## src/rtl/core/es2cal_pkg.sv

```systemverilog
// ----------------------------------------------------------------------------
// es2cal_pkg
// Constants and helpers for the epoch seconds to calendar converter.
// ----------------------------------------------------------------------------
package es2cal_pkg;

    localparam int unsigned SECS_PER_HOUR = 3600;

    // x / 60 for any 32-bit x: (x * M) >> 37
    localparam logic [31:0] DIV60_MAGIC = 32'h8888_8889;
    localparam int unsigned DIV60_SHIFT = 37;

    // x / 3 for x < 2^18: (x * M) >> 19 (used for hours / 24 after >> 3)
    localparam logic [17:0] DIV3_MAGIC  = 18'd174763;
    localparam int unsigned DIV3_SHIFT  = 19;

    // x / 7 for x < 2^16: (x * M) >> 19
    localparam logic [16:0] DIV7_MAGIC  = 17'd74899;
    localparam int unsigned DIV7_SHIFT  = 19;

    // x / 1461 for x < 2^18: (x * M) >> 29
    localparam logic [18:0] DIV1461_MAGIC = 19'd367469;
    localparam int unsigned DIV1461_SHIFT = 29;

    // x / 153 for x < 2^11: (x * M) >> 18
    localparam logic [10:0] DIV153_MAGIC = 11'd1714;
    localparam int unsigned DIV153_SHIFT = 18;

    // Julian day number of 1970-01-01, mod 7 (Monday is 0)
    localparam logic [15:0] WEEKDAY_BIAS = 16'd3;

    // Gregorian 400-year cycle index b is 67, 68 or 69 over 1970..2106.
    // Thresholds and c offsets are expressed against the day count.
    localparam logic [15:0] DAYS_B68 = 16'd11017;
    localparam logic [15:0] DAYS_B69 = 16'd47541;
    localparam logic [16:0] C_OFS_B67 = 17'd25508;
    localparam logic [16:0] C_OFS_B68 = 17'h1_D4F7;   // -11017
    localparam logic [16:0] C_OFS_B69 = 17'h1_464B;   // -47541

    typedef enum logic [1:0] {
        CENT_B67 = 2'd0,
        CENT_B68 = 2'd1,
        CENT_B69 = 2'd2
    } cent_t;

    typedef struct packed {
        logic [4:0] hour;
        logic [5:0] min;
        logic [5:0] sec;
    } tod_t;

    // (153 * m + 2) / 5, days from March 1 to the start of shifted month m
    function automatic logic [8:0] month_start(input logic [3:0] m);
        logic [8:0] r;
        case (m)
            4'd0:    r = 9'd0;
            4'd1:    r = 9'd31;
            4'd2:    r = 9'd61;
            4'd3:    r = 9'd92;
            4'd4:    r = 9'd122;
            4'd5:    r = 9'd153;
            4'd6:    r = 9'd184;
            4'd7:    r = 9'd214;
            4'd8:    r = 9'd245;
            4'd9:    r = 9'd275;
            4'd10:   r = 9'd306;
            4'd11:   r = 9'd337;
            default: r = 9'd0;
        endcase
        return r;
    endfunction

endpackage

```

## src/rtl/core/epoch_seconds_to_calendar.sv

```systemverilog
// ----------------------------------------------------------------------------
// epoch_seconds_to_calendar
// Converts a 32-bit seconds-since-1970 word, shifted by a whole-hour zone
// offset, into Gregorian date, time of day and weekday.
// ----------------------------------------------------------------------------
// Pipeline: nine register stages, the last being the output register; a result
// word is valid on m_ once it has passed through all of them.
// Throughput: one word per cycle; the whole pipe advances together and
// freezes while the output register holds a word that is not taken.
// Reset (aresetn low, synchronous): all valid bits clear, zone offset is 0.
// ----------------------------------------------------------------------------
module epoch_seconds_to_calendar (
    input  logic              aclk,
    input  logic              aresetn,

    // zone offset write channel
    input  logic              cfg_valid,
    output logic              cfg_ready,
    input  logic signed [4:0] cfg_tz_offset_hours,

    // input words
    input  logic              s_valid,
    output logic              s_ready,
    input  logic [31:0]       s_epoch_seconds,

    // result words
    output logic              m_valid,
    input  logic              m_ready,
    output logic signed [7:0] m_year_since_2000,
    output logic [3:0]        m_month_number,
    output logic [4:0]        m_day_of_month,
    output logic [4:0]        m_hour_of_day,
    output logic [5:0]        m_minute_of_hour,
    output logic [5:0]        m_second_of_minute,
    output logic [2:0]        m_weekday
);

    // ------------------------------------------------------------------
    // Zone offset, kept pre-scaled to seconds so stage 1 is a single add.
    // ------------------------------------------------------------------
    logic [31:0] off_reg;

    assign cfg_ready = 1'b1;

    always_ff @(posedge aclk) begin
        if (!aresetn) begin
            off_reg <= '0;
        end else if (cfg_valid) begin
            off_reg <= 32'($signed(cfg_tz_offset_hours) *
                           $signed(32'(es2cal_pkg::SECS_PER_HOUR)));
        end
    end

    // ------------------------------------------------------------------
    // Global advance: every stage moves when the output slot is free or
    // being drained. Bubbles simply travel along.
    // ------------------------------------------------------------------
    logic en;
    logic m_valid_reg;

    assign en      = !m_valid_reg || m_ready;
    assign s_ready = en;

    // valid bits for stages 1..8; stage 9 is the output register
    logic [8:1] v_reg;

    always_ff @(posedge aclk) begin
        if (!aresetn) begin
            v_reg       <= '0;
            m_valid_reg <= 1'b0;
        end else if (en) begin
            v_reg       <= {v_reg[7:1], s_valid};
            m_valid_reg <= v_reg[8];
        end
    end

    // ------------------------------------------------------------------
    // Stage 1: apply zone offset, wraps modulo 2^32.
    // ------------------------------------------------------------------
    logic [31:0] ts1_reg;

    always_ff @(posedge aclk) begin
        if (en) begin
            ts1_reg <= s_epoch_seconds + off_reg;
        end
    end

    // ------------------------------------------------------------------
    // Stage 2: total minutes = ts / 60 by reciprocal multiply.
    // ------------------------------------------------------------------
    logic [63:0] min_prod;
    logic [26:0] tmin2_next;
    logic [26:0] tmin2_reg;
    logic [5:0]  ts2_reg;

    assign min_prod   = 64'(ts1_reg) * 64'(es2cal_pkg::DIV60_MAGIC);
    assign tmin2_next = min_prod[es2cal_pkg::DIV60_SHIFT +: 27];

    always_ff @(posedge aclk) begin
        if (en) begin
            tmin2_reg <= tmin2_next;
            ts2_reg   <= ts1_reg[5:0];
        end
    end

    // ------------------------------------------------------------------
    // Stage 3: seconds from the low bits; total hours = minutes / 60.
    // ------------------------------------------------------------------
    logic [63:0] hr_prod;
    logic [20:0] thour3_next;
    logic [5:0]  sec3_next;
    logic [31:0] tmin_x60;
    logic [20:0] thour3_reg;
    logic [5:0]  tmin3_reg;
    logic [5:0]  sec3_reg;

    assign hr_prod     = 64'(tmin2_reg) * 64'(es2cal_pkg::DIV60_MAGIC);
    assign thour3_next = hr_prod[es2cal_pkg::DIV60_SHIFT +: 21];
    assign tmin_x60    = 32'(tmin2_reg) * 32'd60;
    // remainder < 60, so 6 bits of the difference are exact
    assign sec3_next   = ts2_reg - tmin_x60[5:0];

    always_ff @(posedge aclk) begin
        if (en) begin
            thour3_reg <= thour3_next;
            tmin3_reg  <= tmin2_reg[5:0];
            sec3_reg   <= sec3_next;
        end
    end

    // ------------------------------------------------------------------
    // Stage 4: minutes of hour; days = hours / 24 = (hours >> 3) / 3.
    // ------------------------------------------------------------------
    logic [35:0] day_prod;
    logic [15:0] days4_next;
    logic [26:0] thour_x60;
    logic [5:0]  min4_next;
    logic [15:0] days4_reg;
    logic [4:0]  thour4_reg;
    logic [5:0]  min4_reg;
    logic [5:0]  sec4_reg;

    assign day_prod   = 36'(thour3_reg[20:3]) * 36'(es2cal_pkg::DIV3_MAGIC);
    assign days4_next = day_prod[es2cal_pkg::DIV3_SHIFT +: 16];
    assign thour_x60  = 27'(thour3_reg) * 27'd60;
    assign min4_next  = tmin3_reg - thour_x60[5:0];

    always_ff @(posedge aclk) begin
        if (en) begin
            days4_reg  <= days4_next;
            thour4_reg <= thour3_reg[4:0];
            min4_reg   <= min4_next;
            sec4_reg   <= sec3_reg;
        end
    end

    // ------------------------------------------------------------------
    // Stage 5: hour of day; 400-year index b by compare against the day
    // count, c = a - floor(146097 * b / 4) as one offset add; start of the
    // weekday reduction (days + bias) / 7.
    // ------------------------------------------------------------------
    logic [20:0]          days_x24;
    logic [4:0]           hour5_next;
    es2cal_pkg::cent_t    cent5_next;
    logic [16:0]          c_ofs;
    logic [16:0]          c_wide;
    logic [15:0]          wd_x;
    logic [32:0]          wd_prod;
    logic [12:0]          wd_q5_next;
    es2cal_pkg::tod_t     tod5_reg;
    es2cal_pkg::cent_t    cent5_reg;
    logic [15:0]          c5_reg;
    logic [12:0]          wd_q5_reg;
    logic [2:0]           wd_x5_reg;

    assign days_x24   = 21'(days4_reg) * 21'd24;
    assign hour5_next = thour4_reg - days_x24[4:0];

    always_comb begin
        if (days4_reg >= es2cal_pkg::DAYS_B69) begin
            cent5_next = es2cal_pkg::CENT_B69;
            c_ofs      = es2cal_pkg::C_OFS_B69;
        end else if (days4_reg >= es2cal_pkg::DAYS_B68) begin
            cent5_next = es2cal_pkg::CENT_B68;
            c_ofs      = es2cal_pkg::C_OFS_B68;
        end else begin
            cent5_next = es2cal_pkg::CENT_B67;
            c_ofs      = es2cal_pkg::C_OFS_B67;
        end
    end

    assign c_wide     = {1'b0, days4_reg} + c_ofs;
    assign wd_x       = days4_reg + es2cal_pkg::WEEKDAY_BIAS;
    assign wd_prod    = 33'(wd_x) * 33'(es2cal_pkg::DIV7_MAGIC);
    assign wd_q5_next = wd_prod[es2cal_pkg::DIV7_SHIFT +: 13];

    always_ff @(posedge aclk) begin
        if (en) begin
            tod5_reg  <= '{hour: hour5_next, min: min4_reg, sec: sec4_reg};
            cent5_reg <= cent5_next;
            c5_reg    <= c_wide[15:0];
            wd_q5_reg <= wd_q5_next;
            wd_x5_reg <= wd_x[2:0];
        end
    end

    // ------------------------------------------------------------------
    // Stage 6: d = (4c + 3) / 1461 (year within the 4-year cycle),
    // weekday remainder.
    // ------------------------------------------------------------------
    logic [17:0]       d_x;
    logic [36:0]       d_prod;
    logic [6:0]        d6_next;
    logic [15:0]       wd_q_x7;
    logic [2:0]        wd6_next;
    es2cal_pkg::tod_t  tod6_reg;
    es2cal_pkg::cent_t cent6_reg;
    logic [15:0]       c6_reg;
    logic [6:0]        d6_reg;
    logic [2:0]        wd6_reg;

    assign d_x      = {c5_reg, 2'b11};
    assign d_prod   = 37'(d_x) * 37'(es2cal_pkg::DIV1461_MAGIC);
    assign d6_next  = d_prod[es2cal_pkg::DIV1461_SHIFT +: 7];
    assign wd_q_x7  = 16'(wd_q5_reg) * 16'd7;
    assign wd6_next = wd_x5_reg - wd_q_x7[2:0];

    always_ff @(posedge aclk) begin
        if (en) begin
            tod6_reg  <= tod5_reg;
            cent6_reg <= cent5_reg;
            c6_reg    <= c5_reg;
            d6_reg    <= d6_next;
            wd6_reg   <= wd6_next;
        end
    end

    // ------------------------------------------------------------------
    // Stage 7: e = c - floor(1461 * d / 4), day within the March-based year.
    // ------------------------------------------------------------------
    logic [17:0]       d_x1461;
    logic [15:0]       e_wide;
    es2cal_pkg::tod_t  tod7_reg;
    es2cal_pkg::cent_t cent7_reg;
    logic [6:0]        d7_reg;
    logic [8:0]        e7_reg;
    logic [2:0]        wd7_reg;

    assign d_x1461 = 18'(d6_reg) * 18'd1461;
    assign e_wide  = c6_reg - d_x1461[17:2];

    always_ff @(posedge aclk) begin
        if (en) begin
            tod7_reg  <= tod6_reg;
            cent7_reg <= cent6_reg;
            d7_reg    <= d6_reg;
            e7_reg    <= e_wide[8:0];
            wd7_reg   <= wd6_reg;
        end
    end

    // ------------------------------------------------------------------
    // Stage 8: shifted month m = (5e + 2) / 153, 0 is March.
    // ------------------------------------------------------------------
    logic [10:0]       m_x;
    logic [21:0]       m_prod;
    es2cal_pkg::tod_t  tod8_reg;
    es2cal_pkg::cent_t cent8_reg;
    logic [6:0]        d8_reg;
    logic [8:0]        e8_reg;
    logic [3:0]        m8_reg;
    logic [2:0]        wd8_reg;

    assign m_x    = 11'(e7_reg) * 11'd5 + 11'd2;
    assign m_prod = 22'(m_x) * 22'(es2cal_pkg::DIV153_MAGIC);

    always_ff @(posedge aclk) begin
        if (en) begin
            tod8_reg  <= tod7_reg;
            cent8_reg <= cent7_reg;
            d8_reg    <= d7_reg;
            e8_reg    <= e7_reg;
            m8_reg    <= m_prod[es2cal_pkg::DIV153_SHIFT +: 4];
            wd8_reg   <= wd7_reg;
        end
    end

    // ------------------------------------------------------------------
    // Stage 9 (output register): day of month, calendar month, year.
    // year - 2000 = 100 * (b - 68) + d + (m >= 10)
    // ------------------------------------------------------------------
    logic       jan_feb;
    logic [8:0] mday_wide;
    logic [3:0] month_next;
    logic [7:0] cent_ofs;
    logic [7:0] year_next;

    logic [7:0] year_reg;
    logic [3:0] month_reg;
    logic [4:0] mday_reg;
    logic [2:0] wd_reg;
    es2cal_pkg::tod_t tod_out_reg;

    assign jan_feb    = (m8_reg >= 4'd10);
    assign mday_wide  = e8_reg - es2cal_pkg::month_start(m8_reg) + 9'd1;
    assign month_next = jan_feb ? (m8_reg - 4'd9) : (m8_reg + 4'd3);

    always_comb begin
        case (cent8_reg)
            es2cal_pkg::CENT_B67: cent_ofs = 8'd156;   // -100
            es2cal_pkg::CENT_B69: cent_ofs = 8'd100;
            default:              cent_ofs = 8'd0;
        endcase
    end

    assign year_next = 8'(d8_reg) + 8'(jan_feb) + cent_ofs;

    always_ff @(posedge aclk) begin
        if (en) begin
            year_reg    <= year_next;
            month_reg   <= month_next;
            mday_reg    <= mday_wide[4:0];
            wd_reg      <= wd8_reg;
            tod_out_reg <= tod8_reg;
        end
    end

    assign m_valid            = m_valid_reg;
    assign m_year_since_2000  = $signed(year_reg);
    assign m_month_number     = month_reg;
    assign m_day_of_month     = mday_reg;
    assign m_hour_of_day      = tod_out_reg.hour;
    assign m_minute_of_hour   = tod_out_reg.min;
    assign m_second_of_minute = tod_out_reg.sec;
    assign m_weekday          = wd_reg;

    // ------------------------------------------------------------------
    // Checks
    // ------------------------------------------------------------------
    a_month_range: assert property (@(posedge aclk) disable iff (!aresetn)
        m_valid_reg |-> (month_reg >= 4'd1 && month_reg <= 4'd12))
        else $error("month out of range");

    a_tod_range: assert property (@(posedge aclk) disable iff (!aresetn)
        m_valid_reg |-> (tod_out_reg.hour < 5'd24 && tod_out_reg.min < 6'd60 &&
                         tod_out_reg.sec < 6'd60))
        else $error("time of day out of range");

    a_date_range: assert property (@(posedge aclk) disable iff (!aresetn)
        m_valid_reg |-> (mday_reg >= 5'd1 && wd_reg < 3'd7))
        else $error("day of month or weekday out of range");

    a_accept_enters: assert property (@(posedge aclk) disable iff (!aresetn)
        (s_valid && s_ready) |=> v_reg[1])
        else $error("accepted word did not enter stage 1");

    a_freeze: assert property (@(posedge aclk) disable iff (!aresetn)
        !en |=> ($stable(v_reg) && $stable(year_reg) && m_valid_reg))
        else $error("pipeline moved while stalled");

endmodule

```

## config.mk

```make
export PLATFORM = sky130hd
export DESIGN_NAME = epoch_seconds_to_calendar
export DESIGN_NICKNAME = d
export VERILOG_FILES = /design/src/rtl/core/es2cal_pkg.sv /design/src/rtl/core/epoch_seconds_to_calendar.sv
export SDC_FILE = /design/constraint.sdc
export NUM_CORES = 2
export LEC_CHECK = 0
export BUFFER_PORTS_ARGS = -buffer_cell sky130_fd_sc_hd__buf_2
export CAP_MARGIN = 20
export CORE_ASPECT_RATIO = 1.4
export CORE_MARGIN = 1
export CORE_UTILIZATION = 60
export CTS_CLUSTER_SIZE = 25
export DETAILED_ROUTE_END_ITERATION = 8
export HOLD_SLACK_MARGIN = 0.1
export PLACE_DENSITY_LB_ADDON = 0.12
export SYNTH_ARGS = -nofsm -noshare
export SYNTH_HDL_FRONTEND = slang
export SYNTH_SLANG_ARGS = --single-unit
```

## constraint.sdc

```tcl
create_clock -name aclk -period 17.75 [get_ports aclk]
set_clock_uncertainty 0.1 [all_clocks]
set_input_delay 0.8875 -clock aclk [delete_from_list [all_inputs] [get_ports aclk]]
set_output_delay 0.8875 -clock aclk [all_outputs]
set_load 0.02 [all_outputs]
```

==> results.tsv <==
metric	value	unit
drc	0	
final-max-slew-violation-count	0	
worstSetupPathType	flop to flop	
clk_latency	0.57	ns
status	complete, no violations	
rr_worst_depth	27	
wl_per_cell	17.5	microns
vias	28500	
ys.flop_type	edfxtp_1	
die-area	78100	sq um
drt-total-wl	92.6	mm
largest_reg_flops	32	
grt_usage	24.9	%
slew_headroom	38.5	%
cts.sinks	351	
htreeDepth	2	
synth-seq-area-share	22.2	%
synth.net_count	5843	
cts_hold_buf	0	
tns	0	ns
fp.dieW	237	microns
pin_count	82	
place_congestion	0.966	
post_cts_resized	0	
setup_viol	0	
grt_pass1_vias	30300	
grt_max_degree	143	
antenna_found_initial	1	
overflow	0	
synth_edf_count	323	
dp_hpwl	79.4	mm
drive_above_1_share	4.04	%
numCtsBuffers	40	
synth_top_area_share	28.3	%
min_period	7.38	ns
required	18.11	ns
worstHoldPathCells	0	
dieHeight	330	microns
critPathMaxFanout	6	
first_iter_violations	1161	
rsz0062_at_grt	false	
synth_area_leaders	ha_1, fa_1, edfxtp_1	
synth_area_per_cell	11.0	sq um
yosysWarningCount	0	
cp.arrival	7.74	ns
coreArea	76400	sq um
ys_types	79	
hold_class	flop to flop	
timing.final.crit_share	41.6	%
first_pass_iters	5	
worst_slew_pin_slew	0.923	ns
rows	120	
via_per_inst	5.38	
worstSetupStartpointType	flop	
cts_setup_buffers	0	
grt_pass1_wl	153	mm
max-cap-violations	0	
hold_viol	0	
cts_buffer_depth	3	
layout.nets	5957	
synth_top_area_cell	ha_1	
critical_path.endpoint_type	flop	
cts_root_buf	clkbuf_16	
ys_seq_elements	351	
cts_tree	done	
clk_pin_slew	0.07	ns
syn-cell-area	46200	sq um
max_freq	136	MHz
start_util	60.5	%
syn_inst	4185	
portBuffers	80	
fillers	6139	
area_growth	6.23	%
ys_async_sr_fraction	0	%
ant_nets	0	
-- layout by cell type (no fill, tap or decap), types with 19 or more instances in the layout --
cell type / Yosys / layout
clkbuf_16: 0 / 41
dfxtp_1: 28 / 28
o21a_1: 27 / 27
a21o_1: 97 / 97
ha_1: 1044 / 1044
o21ai_1: 19 / 19
nor2_1: 93 / 93
o21bai_1: 28 / 28
nand4_1: 22 / 22
fa_1: 572 / 572
xnor2_1: 146 / 146
o21ai_0: 59 / 59
a21oi_1: 144 / 144
xor2_1: 63 / 63
nor2b_1: 32 / 32
nand2_1: 84 / 84
a211oi_1: 21 / 21
edfxtp_1: 323 / 323
inv_1: 1120 / 1119
nor3_1: 19 / 19
buf_2: 0 / 80
nand3_1: 29 / 29
-- stage by stage --
| stage | area [sq um] | std cells | hold slack (ns) | setup slack [ns] | util [%] |
|---|---|---|---|---|---|
| finish | 49100 | 5305 | 0.302 | 10.37 | 64.2 |
| global route | 49100 | 5304 | 0.321 | 9.85 | 64.2 |
| CTS | 49100 | 5304 | 0.303 | 10.31 | 64.2 |
| detailed placement | 47800 | 5233 | 0.305 | 10.36 | 62.6 |
| global placement | 47800 | 5233 | 0.301 | 10.53 | 62.6 |
| floorplan | 46200 | 4185 | 0.300 | 4.99 | - |
-- cell type report --
cell class | count | area (sq um) | area share [%]
antenna | 1 | 2.50 | 0.00510
clock buffer | 51 | 1090 | 2.23
clock inverter | 20 | 165 | 0.336
inverter | 1120 | 4210 | 8.58
multi-input combinational | 2703 | 31700 | 64.6
sequential | 351 | 10300 | 20.9
tap | 976 | 1220 | 2.49
timing repair buffer | 83 | 435 | 0.887
-- critical path, cell delays in order (launching register included) --
cell,delay (ns)
edfxtp_1,0.49
ha_1,0.34
ha_1,0.36
a31oi_1,0.24
nor2b_1,0.10
o21a_1,0.21
o21a_1,0.19
nor2_1,0.47
ha_1,0.24
inv_1,0.05
fa_1,0.47
inv_1,0.06
fa_1,0.51
fa_1,0.55
inv_1,0.06
fa_1,0.50
inv_1,0.04
ha_1,0.20
nor4_1,0.35
a221oi_2,0.12
o22ai_2,0.22
inv_1,0.07
a21oi_1,0.17
xnor2_1,0.16
mux2i_1,0.15
ha_1,0.37
or2_0,0.24
a32o_1,0.24
-- cells by family (layout without fill, tap and decap cells) --
logic type | count (synthesis) | count (layout) | synth area share (%)
compound gates | 501 | 501 | 7.33
simple gates | 358 | 358 | 3.82
fa+ha+maj | 1616 | 1616 | 53.1
buf+inv | 1131 | 1274 | 9.20
mux | 16 | 16 | 0.355
flops | 351 | 351 | 22.2
other cells | 1 | 2 | 0.00812
xor+xnor | 211 | 211 | 4.03
-- layer usage --
metal | track usage (%) | wire length (microns)
met5 | 0 | 0
met4 | 7.83 | 2920
met3 | 2.38 | 2460
met2 | 46.3 | 48700
met1 | 30.5 | 38500
-- Yosys cell counts (all sizes together) (3+ instances only) --
cell type     n
a2111oi       8
a211o         4
a211oi       21
a21boi       11
a21o         97
a21oi       146
a221oi        9
a31o          5
a31oi        15
a32oi         4
and2         12
and3         17
and4          8
clkbuf        9
dfxtp        28
edfxtp      323
fa          572
ha         1044
inv        1120
mux2i        16
nand2        84
nand2b       15
nand3        29
nand4        22
nor2         94
nor2b        32
nor3         19
nor4          5
o2111ai       7
o211a         3
o211ai       10
o21a         27
o21ai        79
o21bai       28
o221ai        4
o31ai         6
or2          10
or3           6
xnor2       147
xor2         64
-- worst paths after layout --
path,start,to,slack [ns]
worst min-delay path,tod5_reg[5]$_DFFE_PN_,tod6_reg[5]$_DFFE_PN_,0.30
worst min register to register,tod5_reg[5]$_DFFE_PN_,tod6_reg[5]$_DFFE_PN_,0.30
worst max-delay path,e7_reg[1]$_DFFE_PN_,flop,10.37
worst max register to register,e7_reg[1]$_DFFE_PN_,flop,10.37
Power is left out: the tool's default activity adds up to more than one toggle a clock period on the data nets, which glitch-free logic cannot reach.
